==> config.mk <==
export PLATFORM = sky130hd
export DESIGN_NAME = ratio_tap_changer_controller
export DESIGN_NICKNAME = d
export VERILOG_FILES = /design/src/hdl/rtcc_pkg.sv /design/src/hdl/rtcc_cfg.sv /design/src/hdl/rtcc_band.sv /design/src/hdl/rtcc_core.sv /design/src/hdl/ratio_tap_changer_controller.sv
export SDC_FILE = /design/constraint.sdc
export NUM_CORES = 1
export LEC_CHECK = 0
export BUFFER_PORTS_ARGS = -buffer_cell sky130_fd_sc_hd__buf_2
export CAP_MARGIN = 20
export CORE_MARGIN = 5
export CORE_UTILIZATION = 52
export DETAILED_ROUTE_END_ITERATION = 8
export PLACE_DENSITY = 0.79
export SYNTH_ARGS = -nofsm -noshare
export SYNTH_HDL_FRONTEND = slang
export SYNTH_SLANG_ARGS = --single-unit
==> constraint.sdc <==
create_clock -name clk -period 7.5 [get_ports clk]
set_input_delay 1.5 -clock clk [delete_from_list [all_inputs] [get_ports clk]]
set_output_delay 1.5 -clock clk [all_outputs]
set_load 0.01 [all_outputs]
==> src/hdl/rtcc_pkg.sv <==
// ----------------------------------------------------------------------------
// rtcc_pkg
// Shared types and constants of the ratio tap changer controller.
// ----------------------------------------------------------------------------
package rtcc_pkg;

  localparam int unsigned InDataW  = 72;
  localparam int unsigned OutDataW = 16;
  localparam int unsigned CfgIdxW  = 3;
  localparam int unsigned CfgDataW = 24;

  // tap limits
  localparam logic signed [7:0] LOW_TAP       = 8'sd0;
  localparam logic signed [7:0] HIGH_TAP      = 8'sd31;
  localparam logic signed [7:0] TAP_REF_RESET = -8'sd1;

  // configuration register indexes
  localparam logic [CfgIdxW-1:0] CFG_TARGET_VOLTAGE    = 3'd0;
  localparam logic [CfgIdxW-1:0] CFG_TOLERANCE         = 3'd1;
  localparam logic [CfgIdxW-1:0] CFG_FIRST_DELAY       = 3'd2;
  localparam logic [CfgIdxW-1:0] CFG_NEXT_DELAY        = 3'd3;
  localparam logic [CfgIdxW-1:0] CFG_INITIAL_TAP       = 3'd4;
  localparam logic [CfgIdxW-1:0] CFG_REGULATING        = 3'd5;
  localparam logic [CfgIdxW-1:0] CFG_UP_RAISES_VOLTAGE = 3'd6;

  // 0.015 pu in 1/16384 steps
  localparam logic [13:0] TOLERANCE_RESET = 14'd246;

  typedef enum logic [1:0] {
    BAND_IN    = 2'd0,
    BAND_ABOVE = 2'd1,
    BAND_BELOW = 2'd2
  } band_t;

  typedef struct packed {
    logic [15:0] target_voltage;
    logic [13:0] tolerance;
    logic [23:0] first_delay;
    logic [23:0] next_delay;
    logic        regulating;
    logic        up_raises_voltage;
  } cfg_t;

  typedef struct packed {
    logic              load;
    logic signed [7:0] value;
  } tap_load_t;

  typedef struct packed {
    logic [31:0]        now;
    logic [15:0]        voltage;
    logic signed [15:0] target_offset;
    logic               node_off;
    logic               disabled;
    logic               locked;
    logic               transformer_closed;
    logic               events_off;
  } item_t;

  typedef struct packed {
    logic above;
    logic below;
  } band_flags_t;

  typedef struct packed {
    logic signed [7:0] tap_position;
    logic              tap_raised;
    logic              tap_lowered;
    band_t             band_status;
  } result_t;

endpackage

==> src/hdl/rtcc_cfg.sv <==
// ----------------------------------------------------------------------------
// rtcc_cfg
// Configuration register file with tap preload strobe.
// ----------------------------------------------------------------------------
module rtcc_cfg import rtcc_pkg::*; (
  input  logic                clk,
  input  logic                rst_n,
  input  logic                wr_en,
  input  logic [CfgIdxW-1:0]  wr_index,
  input  logic [CfgDataW-1:0] wr_data,
  output cfg_t                cfg,
  output tap_load_t           tap_load
);

  cfg_t cfg_r;
  cfg_t cfg_nxt;

  always_comb begin
    cfg_nxt        = cfg_r;
    tap_load.load  = 1'b0;
    tap_load.value = $signed(wr_data[7:0]);
    if (wr_en) begin
      unique case (wr_index)
        CFG_TARGET_VOLTAGE:    cfg_nxt.target_voltage    = wr_data[15:0];
        CFG_TOLERANCE:         cfg_nxt.tolerance         = wr_data[13:0];
        CFG_FIRST_DELAY:       cfg_nxt.first_delay       = wr_data[23:0];
        CFG_NEXT_DELAY:        cfg_nxt.next_delay        = wr_data[23:0];
        CFG_INITIAL_TAP:       tap_load.load             = 1'b1;
        CFG_REGULATING:        cfg_nxt.regulating        = wr_data[0];
        CFG_UP_RAISES_VOLTAGE: cfg_nxt.up_raises_voltage = wr_data[0];
        default: ;
      endcase
    end
  end

  always_ff @(posedge clk) begin
    if (!rst_n) begin
      cfg_r.target_voltage    <= '0;
      cfg_r.tolerance         <= TOLERANCE_RESET;
      cfg_r.first_delay       <= '0;
      cfg_r.next_delay        <= '0;
      cfg_r.regulating        <= 1'b1;
      cfg_r.up_raises_voltage <= 1'b0;
    end else begin
      cfg_r <= cfg_nxt;
    end
  end

  assign cfg = cfg_r;

endmodule

==> src/hdl/rtcc_band.sv <==
// ----------------------------------------------------------------------------
// rtcc_band
// Dead band comparator: above and below band with qualifiers.
// ----------------------------------------------------------------------------
module rtcc_band import rtcc_pkg::*; (
  input  cfg_t        cfg,
  input  item_t       item,
  output band_flags_t flags
);

  logic signed [18:0] upper;
  logic signed [18:0] lower;
  logic signed [18:0] volt;
  logic               qual;

  always_comb begin
    volt  = $signed({3'b000, item.voltage});
    upper = $signed({3'b000, cfg.target_voltage}) + $signed({5'b00000, cfg.tolerance})
          + $signed({{3{item.target_offset[15]}}, item.target_offset});
    lower = $signed({3'b000, cfg.target_voltage}) - $signed({5'b00000, cfg.tolerance})
          + $signed({{3{item.target_offset[15]}}, item.target_offset});
    qual  = !item.disabled && !item.node_off && item.transformer_closed;
    flags.above = qual && (volt > upper);
    flags.below = qual && (volt < lower);
  end

endmodule

==> src/hdl/rtcc_core.sv <==
// ----------------------------------------------------------------------------
// rtcc_core
// Regulator state, tap due conditions and one-step state update.
// ----------------------------------------------------------------------------
module rtcc_core import rtcc_pkg::*; (
  input  logic        clk,
  input  logic        rst_n,
  input  logic        step,
  input  item_t       item,
  input  cfg_t        cfg,
  input  band_flags_t flags,
  input  tap_load_t   tap_load,
  output result_t     result
);

  logic signed [7:0] tap_now_r, tap_now_nxt;
  logic [31:0]       up_start_r, up_start_nxt;
  logic              up_start_set_r, up_start_set_nxt;
  logic [31:0]       down_start_r, down_start_nxt;
  logic              down_start_set_r, down_start_set_nxt;
  logic [31:0]       last_move_r, last_move_nxt;
  logic              last_move_set_r, last_move_set_nxt;
  logic              going_up_r, going_up_nxt;
  logic              going_down_r, going_down_nxt;
  logic signed [7:0] up_ref_r, up_ref_nxt;
  logic signed [7:0] down_ref_r, down_ref_nxt;
  band_t             band_r, band_nxt;

  logic        live, allow, gate;
  logic        up_first_ok, down_first_ok, next_ok;
  logic        up_due, down_due;
  logic        start_up, start_down;
  logic [31:0] up_diff, down_diff, move_diff;

  always_comb begin
    live      = !item.node_off && item.transformer_closed;
    allow     = !item.locked && cfg.regulating && live;
    gate      = !item.disabled && live && !item.locked && !item.events_off;
    up_diff   = item.now - up_start_r;
    down_diff = item.now - down_start_r;
    move_diff = item.now - last_move_r;

    up_first_ok   = up_start_set_r && (up_diff >= {8'd0, cfg.first_delay});
    down_first_ok = down_start_set_r && (down_diff >= {8'd0, cfg.first_delay});
    next_ok       = last_move_set_r && (move_diff >= {8'd0, cfg.next_delay});

    up_due = going_up_r && allow && (tap_now_r < HIGH_TAP)
          && ((tap_now_r == up_ref_r && up_first_ok) || (tap_now_r != up_ref_r && next_ok));
    down_due = going_down_r && allow && (tap_now_r > LOW_TAP)
            && ((tap_now_r == down_ref_r && down_first_ok)
                || (tap_now_r != down_ref_r && next_ok));

    start_up   = (flags.above && band_r != BAND_ABOVE && !cfg.up_raises_voltage)
              || (flags.below && band_r != BAND_BELOW && cfg.up_raises_voltage);
    start_down = (flags.above && band_r != BAND_ABOVE && cfg.up_raises_voltage)
              || (flags.below && band_r != BAND_BELOW && !cfg.up_raises_voltage);

    tap_now_nxt        = tap_now_r;
    up_start_nxt       = up_start_r;
    up_start_set_nxt   = up_start_set_r;
    down_start_nxt     = down_start_r;
    down_start_set_nxt = down_start_set_r;
    last_move_nxt      = last_move_r;
    last_move_set_nxt  = last_move_set_r;
    going_up_nxt       = going_up_r;
    going_down_nxt     = going_down_r;
    up_ref_nxt         = up_ref_r;
    down_ref_nxt       = down_ref_r;
    band_nxt           = band_r;
    result.tap_raised  = 1'b0;
    result.tap_lowered = 1'b0;

    if (gate) begin
      if (start_up) begin
        up_start_nxt       = item.now;
        up_start_set_nxt   = 1'b1;
        going_up_nxt       = 1'b1;
        up_ref_nxt         = tap_now_r;
        down_start_nxt     = '0;
        down_start_set_nxt = 1'b0;
        going_down_nxt     = 1'b0;
        down_ref_nxt       = HIGH_TAP;
      end
      if (start_down) begin
        down_start_nxt     = item.now;
        down_start_set_nxt = 1'b1;
        going_down_nxt     = 1'b1;
        down_ref_nxt       = tap_now_r;
        up_start_nxt       = '0;
        up_start_set_nxt   = 1'b0;
        going_up_nxt       = 1'b0;
        up_ref_nxt         = LOW_TAP;
      end
      if (flags.above && band_r != BAND_ABOVE) begin
        band_nxt = BAND_ABOVE;
      end else if (flags.below && band_r != BAND_BELOW) begin
        band_nxt = BAND_BELOW;
      end else if (!flags.above && !flags.below && band_r != BAND_IN) begin
        up_start_nxt       = '0;
        up_start_set_nxt   = 1'b0;
        going_up_nxt       = 1'b0;
        up_ref_nxt         = LOW_TAP;
        down_start_nxt     = '0;
        down_start_set_nxt = 1'b0;
        going_down_nxt     = 1'b0;
        down_ref_nxt       = HIGH_TAP;
        band_nxt           = BAND_IN;
      end
      tap_now_nxt = tap_now_r + $signed({7'd0, up_due}) - $signed({7'd0, down_due});
      if (up_due || down_due) begin
        last_move_nxt     = item.now;
        last_move_set_nxt = 1'b1;
      end
      result.tap_raised  = up_due;
      result.tap_lowered = down_due;
    end

    result.tap_position = tap_now_nxt;
    result.band_status  = band_nxt;
  end

  always_ff @(posedge clk) begin
    if (!rst_n) begin
      tap_now_r        <= 8'sd0;
      up_start_r       <= '0;
      up_start_set_r   <= 1'b0;
      down_start_r     <= '0;
      down_start_set_r <= 1'b0;
      last_move_r      <= '0;
      last_move_set_r  <= 1'b0;
      going_up_r       <= 1'b0;
      going_down_r     <= 1'b0;
      up_ref_r         <= TAP_REF_RESET;
      down_ref_r       <= TAP_REF_RESET;
      band_r           <= BAND_IN;
    end else begin
      if (tap_load.load) begin
        tap_now_r <= tap_load.value;
      end else if (step) begin
        tap_now_r <= tap_now_nxt;
      end
      if (step) begin
        up_start_r       <= up_start_nxt;
        up_start_set_r   <= up_start_set_nxt;
        down_start_r     <= down_start_nxt;
        down_start_set_r <= down_start_set_nxt;
        last_move_r      <= last_move_nxt;
        last_move_set_r  <= last_move_set_nxt;
        going_up_r       <= going_up_nxt;
        going_down_r     <= going_down_nxt;
        up_ref_r         <= up_ref_nxt;
        down_ref_r       <= down_ref_nxt;
        band_r           <= band_nxt;
      end
    end
  end

  a_one_direction: assert property (@(posedge clk) disable iff (!rst_n)
    !(going_up_r && going_down_r))
    else $error("tap changer travelling both ways");

  a_in_band_idle: assert property (@(posedge clk) disable iff (!rst_n)
    band_r == BAND_IN |-> !going_up_r && !going_down_r)
    else $error("direction held while in band");

  a_tap_raise: assert property (@(posedge clk) disable iff (!rst_n)
    step && result.tap_raised && !tap_load.load |=> tap_now_r == $past(tap_now_r) + 8'sd1)
    else $error("tap raise not applied");

  a_tap_hold: assert property (@(posedge clk) disable iff (!rst_n)
    !step && !tap_load.load |=> $stable(tap_now_r))
    else $error("tap moved without a request");

endmodule

==> src/hdl/ratio_tap_changer_controller.sv <==
// ----------------------------------------------------------------------------
// ratio_tap_changer_controller
// On-load tap changer voltage regulator, one evaluation per request.
// ----------------------------------------------------------------------------
// usage
//   in_*  : one request per transfer, time stamp, voltage, offset and flags
//   out_* : one result per request, tap position, move flags, band status
//   cfg_* : register writes, always ready; the user must make them only while
//     the block is idle, as the block itself does not enforce it
// path: a request passes the input register, then the result register
// throughput: one request per cycle while results are taken; the regulator
//   state is updated as a request moves from the input to the result register
// a stalled receiver holds the result register; the input register still
//   takes one more request, then in_tready drops until the result is taken
// reset: registers return to their defaults, tap at zero, both directions
//   idle, references at minus one, band status in band, no result pending
// ----------------------------------------------------------------------------
module ratio_tap_changer_controller import rtcc_pkg::*; (
  input  logic                clk,
  input  logic                rst_n,
  input  logic                in_tvalid,
  output logic                in_tready,
  // now[31:0], voltage[47:32], target_offset[63:48], node_off[64],
  // disabled[65], locked[66], transformer_closed[67], events_off[68]
  input  logic [InDataW-1:0]  in_tdata,
  output logic                out_tvalid,
  input  logic                out_tready,
  // tap_position[7:0], tap_raised[8], tap_lowered[9], band_status[11:10]
  output logic [OutDataW-1:0] out_tdata,
  input  logic                cfg_valid,
  output logic                cfg_ready,
  input  logic [CfgIdxW-1:0]  cfg_index,
  input  logic [CfgDataW-1:0] cfg_data
);

  item_t       in_item;
  item_t       item_r;
  logic        item_valid_r;
  result_t     result;
  result_t     out_r;
  logic        out_valid_r;
  logic        advance;
  cfg_t        cfg;
  tap_load_t   tap_load;
  band_flags_t flags;

  assign in_item.now                = in_tdata[31:0];
  assign in_item.voltage            = in_tdata[47:32];
  assign in_item.target_offset      = $signed(in_tdata[63:48]);
  assign in_item.node_off           = in_tdata[64];
  assign in_item.disabled           = in_tdata[65];
  assign in_item.locked             = in_tdata[66];
  assign in_item.transformer_closed = in_tdata[67];
  assign in_item.events_off         = in_tdata[68];

  assign advance   = item_valid_r && (!out_valid_r || out_tready);
  assign in_tready = !item_valid_r || advance;
  assign cfg_ready = 1'b1;

  rtcc_cfg u_cfg (
    .clk      (clk),
    .rst_n    (rst_n),
    .wr_en    (cfg_valid),
    .wr_index (cfg_index),
    .wr_data  (cfg_data),
    .cfg      (cfg),
    .tap_load (tap_load)
  );

  rtcc_band u_band (
    .cfg   (cfg),
    .item  (item_r),
    .flags (flags)
  );

  rtcc_core u_core (
    .clk      (clk),
    .rst_n    (rst_n),
    .step     (advance),
    .item     (item_r),
    .cfg      (cfg),
    .flags    (flags),
    .tap_load (tap_load),
    .result   (result)
  );

  always_ff @(posedge clk) begin
    if (!rst_n) begin
      item_valid_r <= 1'b0;
      out_valid_r  <= 1'b0;
    end else begin
      if (in_tvalid && in_tready) begin
        item_valid_r <= 1'b1;
      end else if (advance) begin
        item_valid_r <= 1'b0;
      end
      if (advance) begin
        out_valid_r <= 1'b1;
      end else if (out_tready) begin
        out_valid_r <= 1'b0;
      end
    end
  end

  always_ff @(posedge clk) begin
    if (in_tvalid && in_tready) begin
      item_r <= in_item;
    end
    if (advance) begin
      out_r <= result;
    end
  end

  assign out_tvalid = out_valid_r;
  assign out_tdata  = {4'd0, out_r.band_status, out_r.tap_lowered, out_r.tap_raised,
                       out_r.tap_position};

endmodule

Word level (Yosys, flattened, before mapping)
Cells that the tools add are included.
{"block": "classes", "n_lt_le_gt_ge": 7, "reduce_logical": 62, "muxes": 53, "n_addsub": 9, "eq_ne": 12}
{"operator": "32-bit 2-to-1 mux", "n": 10}
{"operator": "8-bit 2-to-1 mux", "n": 13}
{"operator": "32-bit by 24-bit greater-or-equal comparator with 1-bit output", "n": 3}
{"operator": "32-bit subtractor", "n": 3}
{"operator": "1-bit logical AND", "n": 33}
{"operator": "1-bit 2-to-1 mux", "n": 26}
{"operator": "18-bit by 16-bit adder with 19-bit output", "n": 1}
{"operator": "17-bit by 19-bit greater-than comparator with 1-bit output", "n": 1}
{"operator": "17-bit by 19-bit < comparator with 1-bit output", "n": 1}
{"operator": "17-bit by 16-bit adder with 18-bit output", "n": 1}
{"operator": "16-bit by 14-bit adder with 17-bit output", "n": 1}
{"operator": "16-bit by 14-bit subtractor with 17-bit output", "n": 1}
{"operator": "8-bit == test", "n": 2}
{"operator": "8-bit != test", "n": 2}
{"operator": "2-bit AND reduction", "n": 7}
{"operator": "3-bit == test (second input constant)", "n": 3}
{"operator": "1-bit zero test", "n": 9}
{"operator": "8-bit by 2-bit adder with 8-bit output", "n": 1}
{"operator": "8-bit by 1-bit greater-than comparator with 1-bit output (second input constant)", "n": 1}
{"operator": "8-bit by 6-bit < comparator with 1-bit output (second input constant)", "n": 1}
{"operator": "2-bit 2-to-1 mux", "n": 4}
{"operator": "2-bit nonzero test", "n": 4}
{"operator": "8-bit by 2-bit subtractor with 8-bit output", "n": 1}
{"operator": "1-bit logical OR", "n": 7}
{"operator": "other kinds (6)", "n": 7}
{"block": "totals", "word_cells": 175, "output_inout_bits": 19, "reg_bits": 290}

Longest topological paths before layout
{"block": "depth", "ltp_word": 12, "mapped_depth": 39}

By module
A second synthesis with hierarchy kept.
{"block": "unflattened", "hier_cells": 2620, "hier_area_um2": 21994.8}
{"module": "rtcc_core", "seq_area_each_um2": 2542.4, "area_each_um2": 12650.9, "n_inst": 1, "cells_each": 1737}
{"module": "rtcc_band", "seq_area_each_um2": 0.0, "area_each_um2": 3656.0, "n_inst": 1, "cells_each": 477}
{"module": "rtcc_cfg", "seq_area_each_um2": 1601.5, "area_each_um2": 3106.7, "n_inst": 1, "cells_each": 309}
{"module": "ratio_tap_changer_controller", "seq_area_each_um2": 2472.4, "area_each_um2": 2581.2, "n_inst": 1, "cells_each": 97}

Least setup slack after synthesis
No wires, ideal clock.
{"block": "synth_timing", "kind": "register to register", "from": "reg u_cfg.cfg_r (netlist bit u_cfg.cfg[50])", "to": "reg u_core.down_start_r[10]", "setup_ps": 117, "t_required_ps": 7383, "path_slack_ps": 925, "t_arrival_ps": 6458, "path_stages_with_launch": 35, "path_cell_list": "dfxtp_1 -> ha_1 -> inv_1 -> fa_1 -> o21bai_1 -> a21oi_1 -> o21ai_0 -> a21oi_1 -> o21ai_0 -> a21oi_1 -> o21bai_1 -> a21oi_1 -> xor2_1 -> ha_1 -> a211oi_1 -> nand2_1 -> a211o_1 -> nand2_1 -> o21bai_1 -> a21o_1 -> a21oi_1 -> xor2_1 -> ha_1 -> and3_1 -> nand3_1 -> or4_1 -> o31ai_1 -> nor3_1 -> and3_1 -> o41ai_1 -> nor3_1 -> o31ai_2 -> nor2_1 -> clkbuf_1 -> a22o_1"}
{"block": "synth_between", "elab_chain_cells": 12}
{"element": "from (decl)", "line": "rtcc_cfg.sv:15", "source": "cfg_t cfg_r;"}
{"element": "from (signal assigned)", "line": "rtcc_cfg.sv:45", "source": "cfg_r <= cfg_nxt;"}
{"element": "16-bit by 14-bit adder with 17-bit output or 16-bit by 14-bit subtractor with 17-bit output (tied branches)", "line": "rtcc_band.sv:18, rtcc_band.sv:20"}
{"element": "18-bit by 16-bit adder with 19-bit output or 17-bit by 16-bit adder with 18-bit output (tied branches)", "line": "rtcc_band.sv:19, rtcc_band.sv:21"}
{"element": "17-bit by 19-bit greater-than comparator with 1-bit output or 17-bit by 19-bit < comparator with 1-bit output (tied branches)", "line": "rtcc_band.sv:23, rtcc_band.sv:24"}
{"element": "1-bit logical AND, on equally long branches", "line": "rtcc_band.sv:23, rtcc_band.sv:24"}
{"element": "1-bit logical AND, on equally long branches"}
{"element": "1-bit logical AND, on equally long branches", "line": "rtcc_core.sv:53, rtcc_core.sv:54"}
{"element": "1-bit logical OR", "line": "rtcc_core.sv:54", "source": "|| (flags.below && band_r != BAND_BELOW && cfg.up_raises_voltage);"}
{"element": "32-bit 2-to-1 mux", "line": "rtcc_core.sv:74", "source": "if (start_up) begin"}
{"element": "32-bit 2-to-1 mux", "line": "rtcc_core.sv:84", "source": "if (start_down) begin"}
{"element": "32-bit 2-to-1 mux", "line": "rtcc_core.sv:98", "source": "end else if (!flags.above && !flags.below && band_r != BAND_IN) begin"}
{"element": "32-bit 2-to-1 mux", "line": "rtcc_core.sv:96", "source": "end else if (flags.below && band_r != BAND_BELOW) begin"}
{"element": "32-bit 2-to-1 mux *", "line": "rtcc_core.sv:94", "source": "if (flags.above && band_r != BAND_ABOVE) begin"}
{"element": "to (signal assigned)", "line": "rtcc_core.sv:145", "source": "down_start_r <= down_start_nxt;"}
{"element": "to (decl)", "line": "rtcc_core.sv:19", "source": "logic [31:0] down_start_r, down_start_nxt;"}
Every way passes the cells marked *; elsewhere a longest branch is shown, timed or not.
A chain may end at the register's enable or synchronous reset.

Worst setup path in the final report
{"block": "layout_timing", "from": "reg u_cfg.cfg_r (netlist bit u_cfg.cfg[51])", "to": "reg u_core.up_start_r[20]"}
{"block": "layout_between", "elab_chain_cells": 12}
{"element": "16-bit by 14-bit adder with 17-bit output or 16-bit by 14-bit subtractor with 17-bit output (tied branches)", "line": "rtcc_band.sv:18, rtcc_band.sv:20"}
{"element": "18-bit by 16-bit adder with 19-bit output or 17-bit by 16-bit adder with 18-bit output (tied branches)", "line": "rtcc_band.sv:19, rtcc_band.sv:21"}
{"element": "17-bit by 19-bit greater-than comparator with 1-bit output or 17-bit by 19-bit < comparator with 1-bit output (tied branches)", "line": "rtcc_band.sv:23, rtcc_band.sv:24"}
{"element": "1-bit logical AND, on equally long branches", "line": "rtcc_band.sv:23, rtcc_band.sv:24"}
{"element": "1-bit logical AND, on equally long branches"}
{"element": "1-bit logical AND, on equally long branches", "line": "rtcc_core.sv:53, rtcc_core.sv:54"}
{"element": "1-bit logical OR", "line": "rtcc_core.sv:54"}
{"element": "32-bit 2-to-1 mux", "line": "rtcc_core.sv:74"}
{"element": "32-bit 2-to-1 mux", "line": "rtcc_core.sv:84"}
{"element": "32-bit 2-to-1 mux", "line": "rtcc_core.sv:98"}
{"element": "32-bit 2-to-1 mux", "line": "rtcc_core.sv:96"}
{"element": "32-bit 2-to-1 mux *", "line": "rtcc_core.sv:94"}
{"element": "to (signal assigned)", "line": "rtcc_core.sv:143", "source": "up_start_r <= up_start_nxt;"}
{"element": "to (decl)", "line": "rtcc_core.sv:17", "source": "logic [31:0] up_start_r, up_start_nxt;"}
Marked as above.

==> flow_summary_export.csv <==
group,metric,value,unit
sta,setup_ws,0.399,ns
hold_path,hold_path_end,"u_cfg.cfg[6]",
die,core,41900,sq um
synthesis,synth_top_area_share,19.1,%
synthesis,ys_types,89,
grt,grt_pass1_wl,95700,um
finish,layout.cells.most_common,"nand2_1",
sta,slew_viol_final,0,
die,die_y,215,um
finish,final_cell_mix,"353 x nand2_1, 270 x ha_1, 257 x a21oi_1",
synthesis,synthesis.area,21900,sq um
hold_path,hold_path_depth,2,
worst_setup_path,startpoint,"u_cfg.cfg[51]",
synthesis,yosysWarnings,0,
grt,grt_pass1_vias,18975,
sta,maxSlewHeadroom,30.4,%
sta,post-route-min-period,7.10,ns
placed_design,hpwlAfterDp,45500,um
placed_design,place_area,22900,sq um
worst_setup_path,r2r_slack,0.40,ns
routing,wl_per_cell,18.4,um
routing,first_pass_iters,6,
clocking,clock-root-buffer,"clkbuf_16",
worst_setup_path,crit_path_end_kind,"flip-flop",
finish,multiInputGateArea,14100,sq um
grt,antenna_found_initial,1,
placed_design,place_ws,0.168,ns
finish,layoutNonFillerInstCount,3296,
worst_setup_path,cp_slowest_cell,"or4_1",
grt,grt_use_total,24.8,%
clocking,clockBufferDepth,3,
placed_design,dp_cells,3218,
sta,timing.final.crit_share,94.7,%
clocking,cts_sinks,290,
clocking,cts_tree,"done",
synthesis,synth_seq_cells,290,
die,ioPinCount,123,
sta,maxClockFrequency,141,MHz
finish,drive_gt1_share,9.62,%
clocking,htreeDepth,2,
synthesis,async_flop_share,0,%
worst_setup_path,worstReg2RegEnd,"u_core.up_start_r[20]",
die,start_util,52.4,%
clocking,insertion_delay,0.57,ns
die,dieArea,46400,sq um
routing,vias,19867,
placed_design,portBuffers,114,
routing,drc,0,
finish,design_area,24400,sq um
flow_run,drv_cap,0,
synthesis,synth_cells,2656,
finish,nets,3114,
routing,vias_per_cell,6.03,
worst_setup_path,cp_max_fo,16,
synthesis,synth-edff-count,81,
finish,fillers,3618,
sta,hold_viol,0,
die,die_x,215,um
worst_setup_path,timing.rr.start,"u_cfg.cfg[51]",
worst_setup_path,r2r_cells,38,
synthesis,synth.area.top_cells,"dfxtp_1 19%, ha_1 16%, edfxtp_1 11%",
power,leakage,0.00998,uW
die,num_rows,75,
worst_setup_path,arrival,7.54,ns
synthesis,synth-main-ff-cell,"dfxtp_1",
worst_setup_path,critPathRequiredTime,7.94,ns
finish,fin_util,58.2,%
synthesis,yosysSeqAreaShare,30.2,%
sta,setup-violations-final,0,
finish,area_growth,11.1,%
clocking,cts_made_buffers,35,
hold_path,hp-start,"u_cfg.cfg[6]",
clocking,path_clk_slew,0.06,ns
synthesis,syn_area_per_cell,8.26,sq um
hold_path,hold_path.class,"reg -> reg",
synthesis,yosysTopAreaCell,"dfxtp_1",
worst_setup_path,cp-start-kind,"flip-flop",
sta,clock_skew,0.0322,ns
routing,wl,60700,um
power,power_density,179,nW/um^2
grt,overflow,0,
run_status,outcome,"finished clean",
finish,seqCellArea,6620,sq um
sta,tightest_slew,1.04,ns
placed_design,gp_congestion,0.951,
routing,ant_nets,0,
power,ir_drop,0.192,mV
worst_setup_path,crit_top_cell,"a21oi_1",
routing,drt-initial-drc-count,1586,
worst_setup_path,critPathKind,"reg -> reg",
grt,grt_max_degree,86,
worst_setup_path,crit_path_max_incr_delay,0.56,ns
## worst max-delay path: cells and delay by family (launching register included)
family          cells  cell delay, ns
simple gates       10            1.66
xor+xnor            2            0.24
compound gates     18            3.03
buf+inv             5            0.78
flops               1            0.36
fa+ha+maj           3            0.86
## flip-flops by register name (all words and copies together) (netlist names)
name and count:
u_cfg.cfg 80, item_r 69, u_core.down_start_r 32, u_core.last_move_r 32, u_core.up_start_r 32, out_tdata 12
u_core.down_ref_r 8, u_core.tap_now_r 8, u_core.up_ref_r 8, u_core.band_r 2, item_valid_r 1, out_tvalid 1
u_core.down_start_set_r 1, u_core.going_down_r 1, u_core.going_up_r 1, u_core.last_move_set_r 1, u_core.up_start_set_r 1
## timing repair
action / CTS / global route
hold endpoints to repair: 0 / 0
setup endpoints to repair: 0 / 96
hold buffers: 0 / 0
gates resized for setup: 0 / 37
buffers inserted: 0 / 9
## how the worst max path moves through the flow
stage | to | slack (ns) | cells past startpoint
2_1_floorplan | u_core.down_start_r[10] | 0.92 | 34
3_3_place_gp | u_core.tap_now_r[6] | 0.29 | 36
3_5_place_dp | u_core.down_ref_r[7] | 0.17 | 33
4_1_cts | u_core.down_ref_r[7] | 0.09 | 33
5_1_grt | u_core.up_start_r[20] | -0.11 | 38
6_report | u_core.up_start_r[20] | 0.40 | 38
## synthesized netlist by cell type (31+ instances only)
library cell and n:
a21o_1 67, a21oi_1 263, a22o_1 66, and3_1 31
clkbuf_1 87, dfxtp_1 209, edfxtp_1 81, ha_1 273
inv_1 248, mux2i_1 39, nand2_1 353, nand3_1 43
nor2_1 154, nor3_1 39, o21a_1 31, o21ai_0 94
xnor2_1 77, xor2_1 56
## per-stage QoR
| stage | setup TNS, ns | total power (uW) | hold WS (ns) |
|---|---|---|---|
| global placement | 0 | 2600 | 0.433 |
| floorplan | 0 | 2380 | 0.424 |
| CTS | 0 | 4360 | 0.457 |
| detailed placement | 0 | 2630 | 0.449 |
| global route | -4.77 | 4580 | 0.468 |
| finish | 0 | 4360 | 0.456 |
## cell type report
| class | instances | area share, % |
|---|---|---|
| Multi-Input combinational cell | 2006 | 57.7 |
| Sequential cell | 290 | 27.2 |
| Clock buffer | 46 | 4.15 |
| Inverter | 248 | 3.82 |
| Timing Repair Buffer | 148 | 3.74 |
| Tap cell | 539 | 2.77 |
| Clock inverter | 18 | 0.657 |
| Antenna cell | 1 | 0.0103 |
## logic make-up after synthesis
| group | count (synthesis) | synth area share, % |
|---|---|---|
| AO/OA/AOI/OAI | 765 | 23.3 |
| XOR/XNOR | 133 | 5.31 |
| adder cells (fa/ha/maj) | 282 | 16.3 |
| buffers and inverters | 363 | 6.54 |
| flip-flops | 290 | 30.2 |
| multiplexers | 44 | 2.04 |
| other | 2 | 0.0342 |
| AND/OR/NAND/NOR | 777 | 16.3 |
## routing by layer
| layer | GRT usage (%) | wire length, um | up-vias |
|---|---|---|---|
| met5 | 0 | 0 | - |
| met1 | 32.2 | 25900 | 9374 |
| met3 | 3.50 | 3860 | 153 |
| li1 | - | - | 9638 |
| met2 | 40.7 | 27800 | 702 |
| met4 | 11.9 | 3110 | 0 |
## power by group
group / internal (uW) / switching (uW) / leakage [uW]
combinational: 394 / 552 / 0.00692
sequential: 1650 / 45.1 / 0.00248
clock: 998 / 720 / 0.000584
Power figures use the tool's default switching activity.
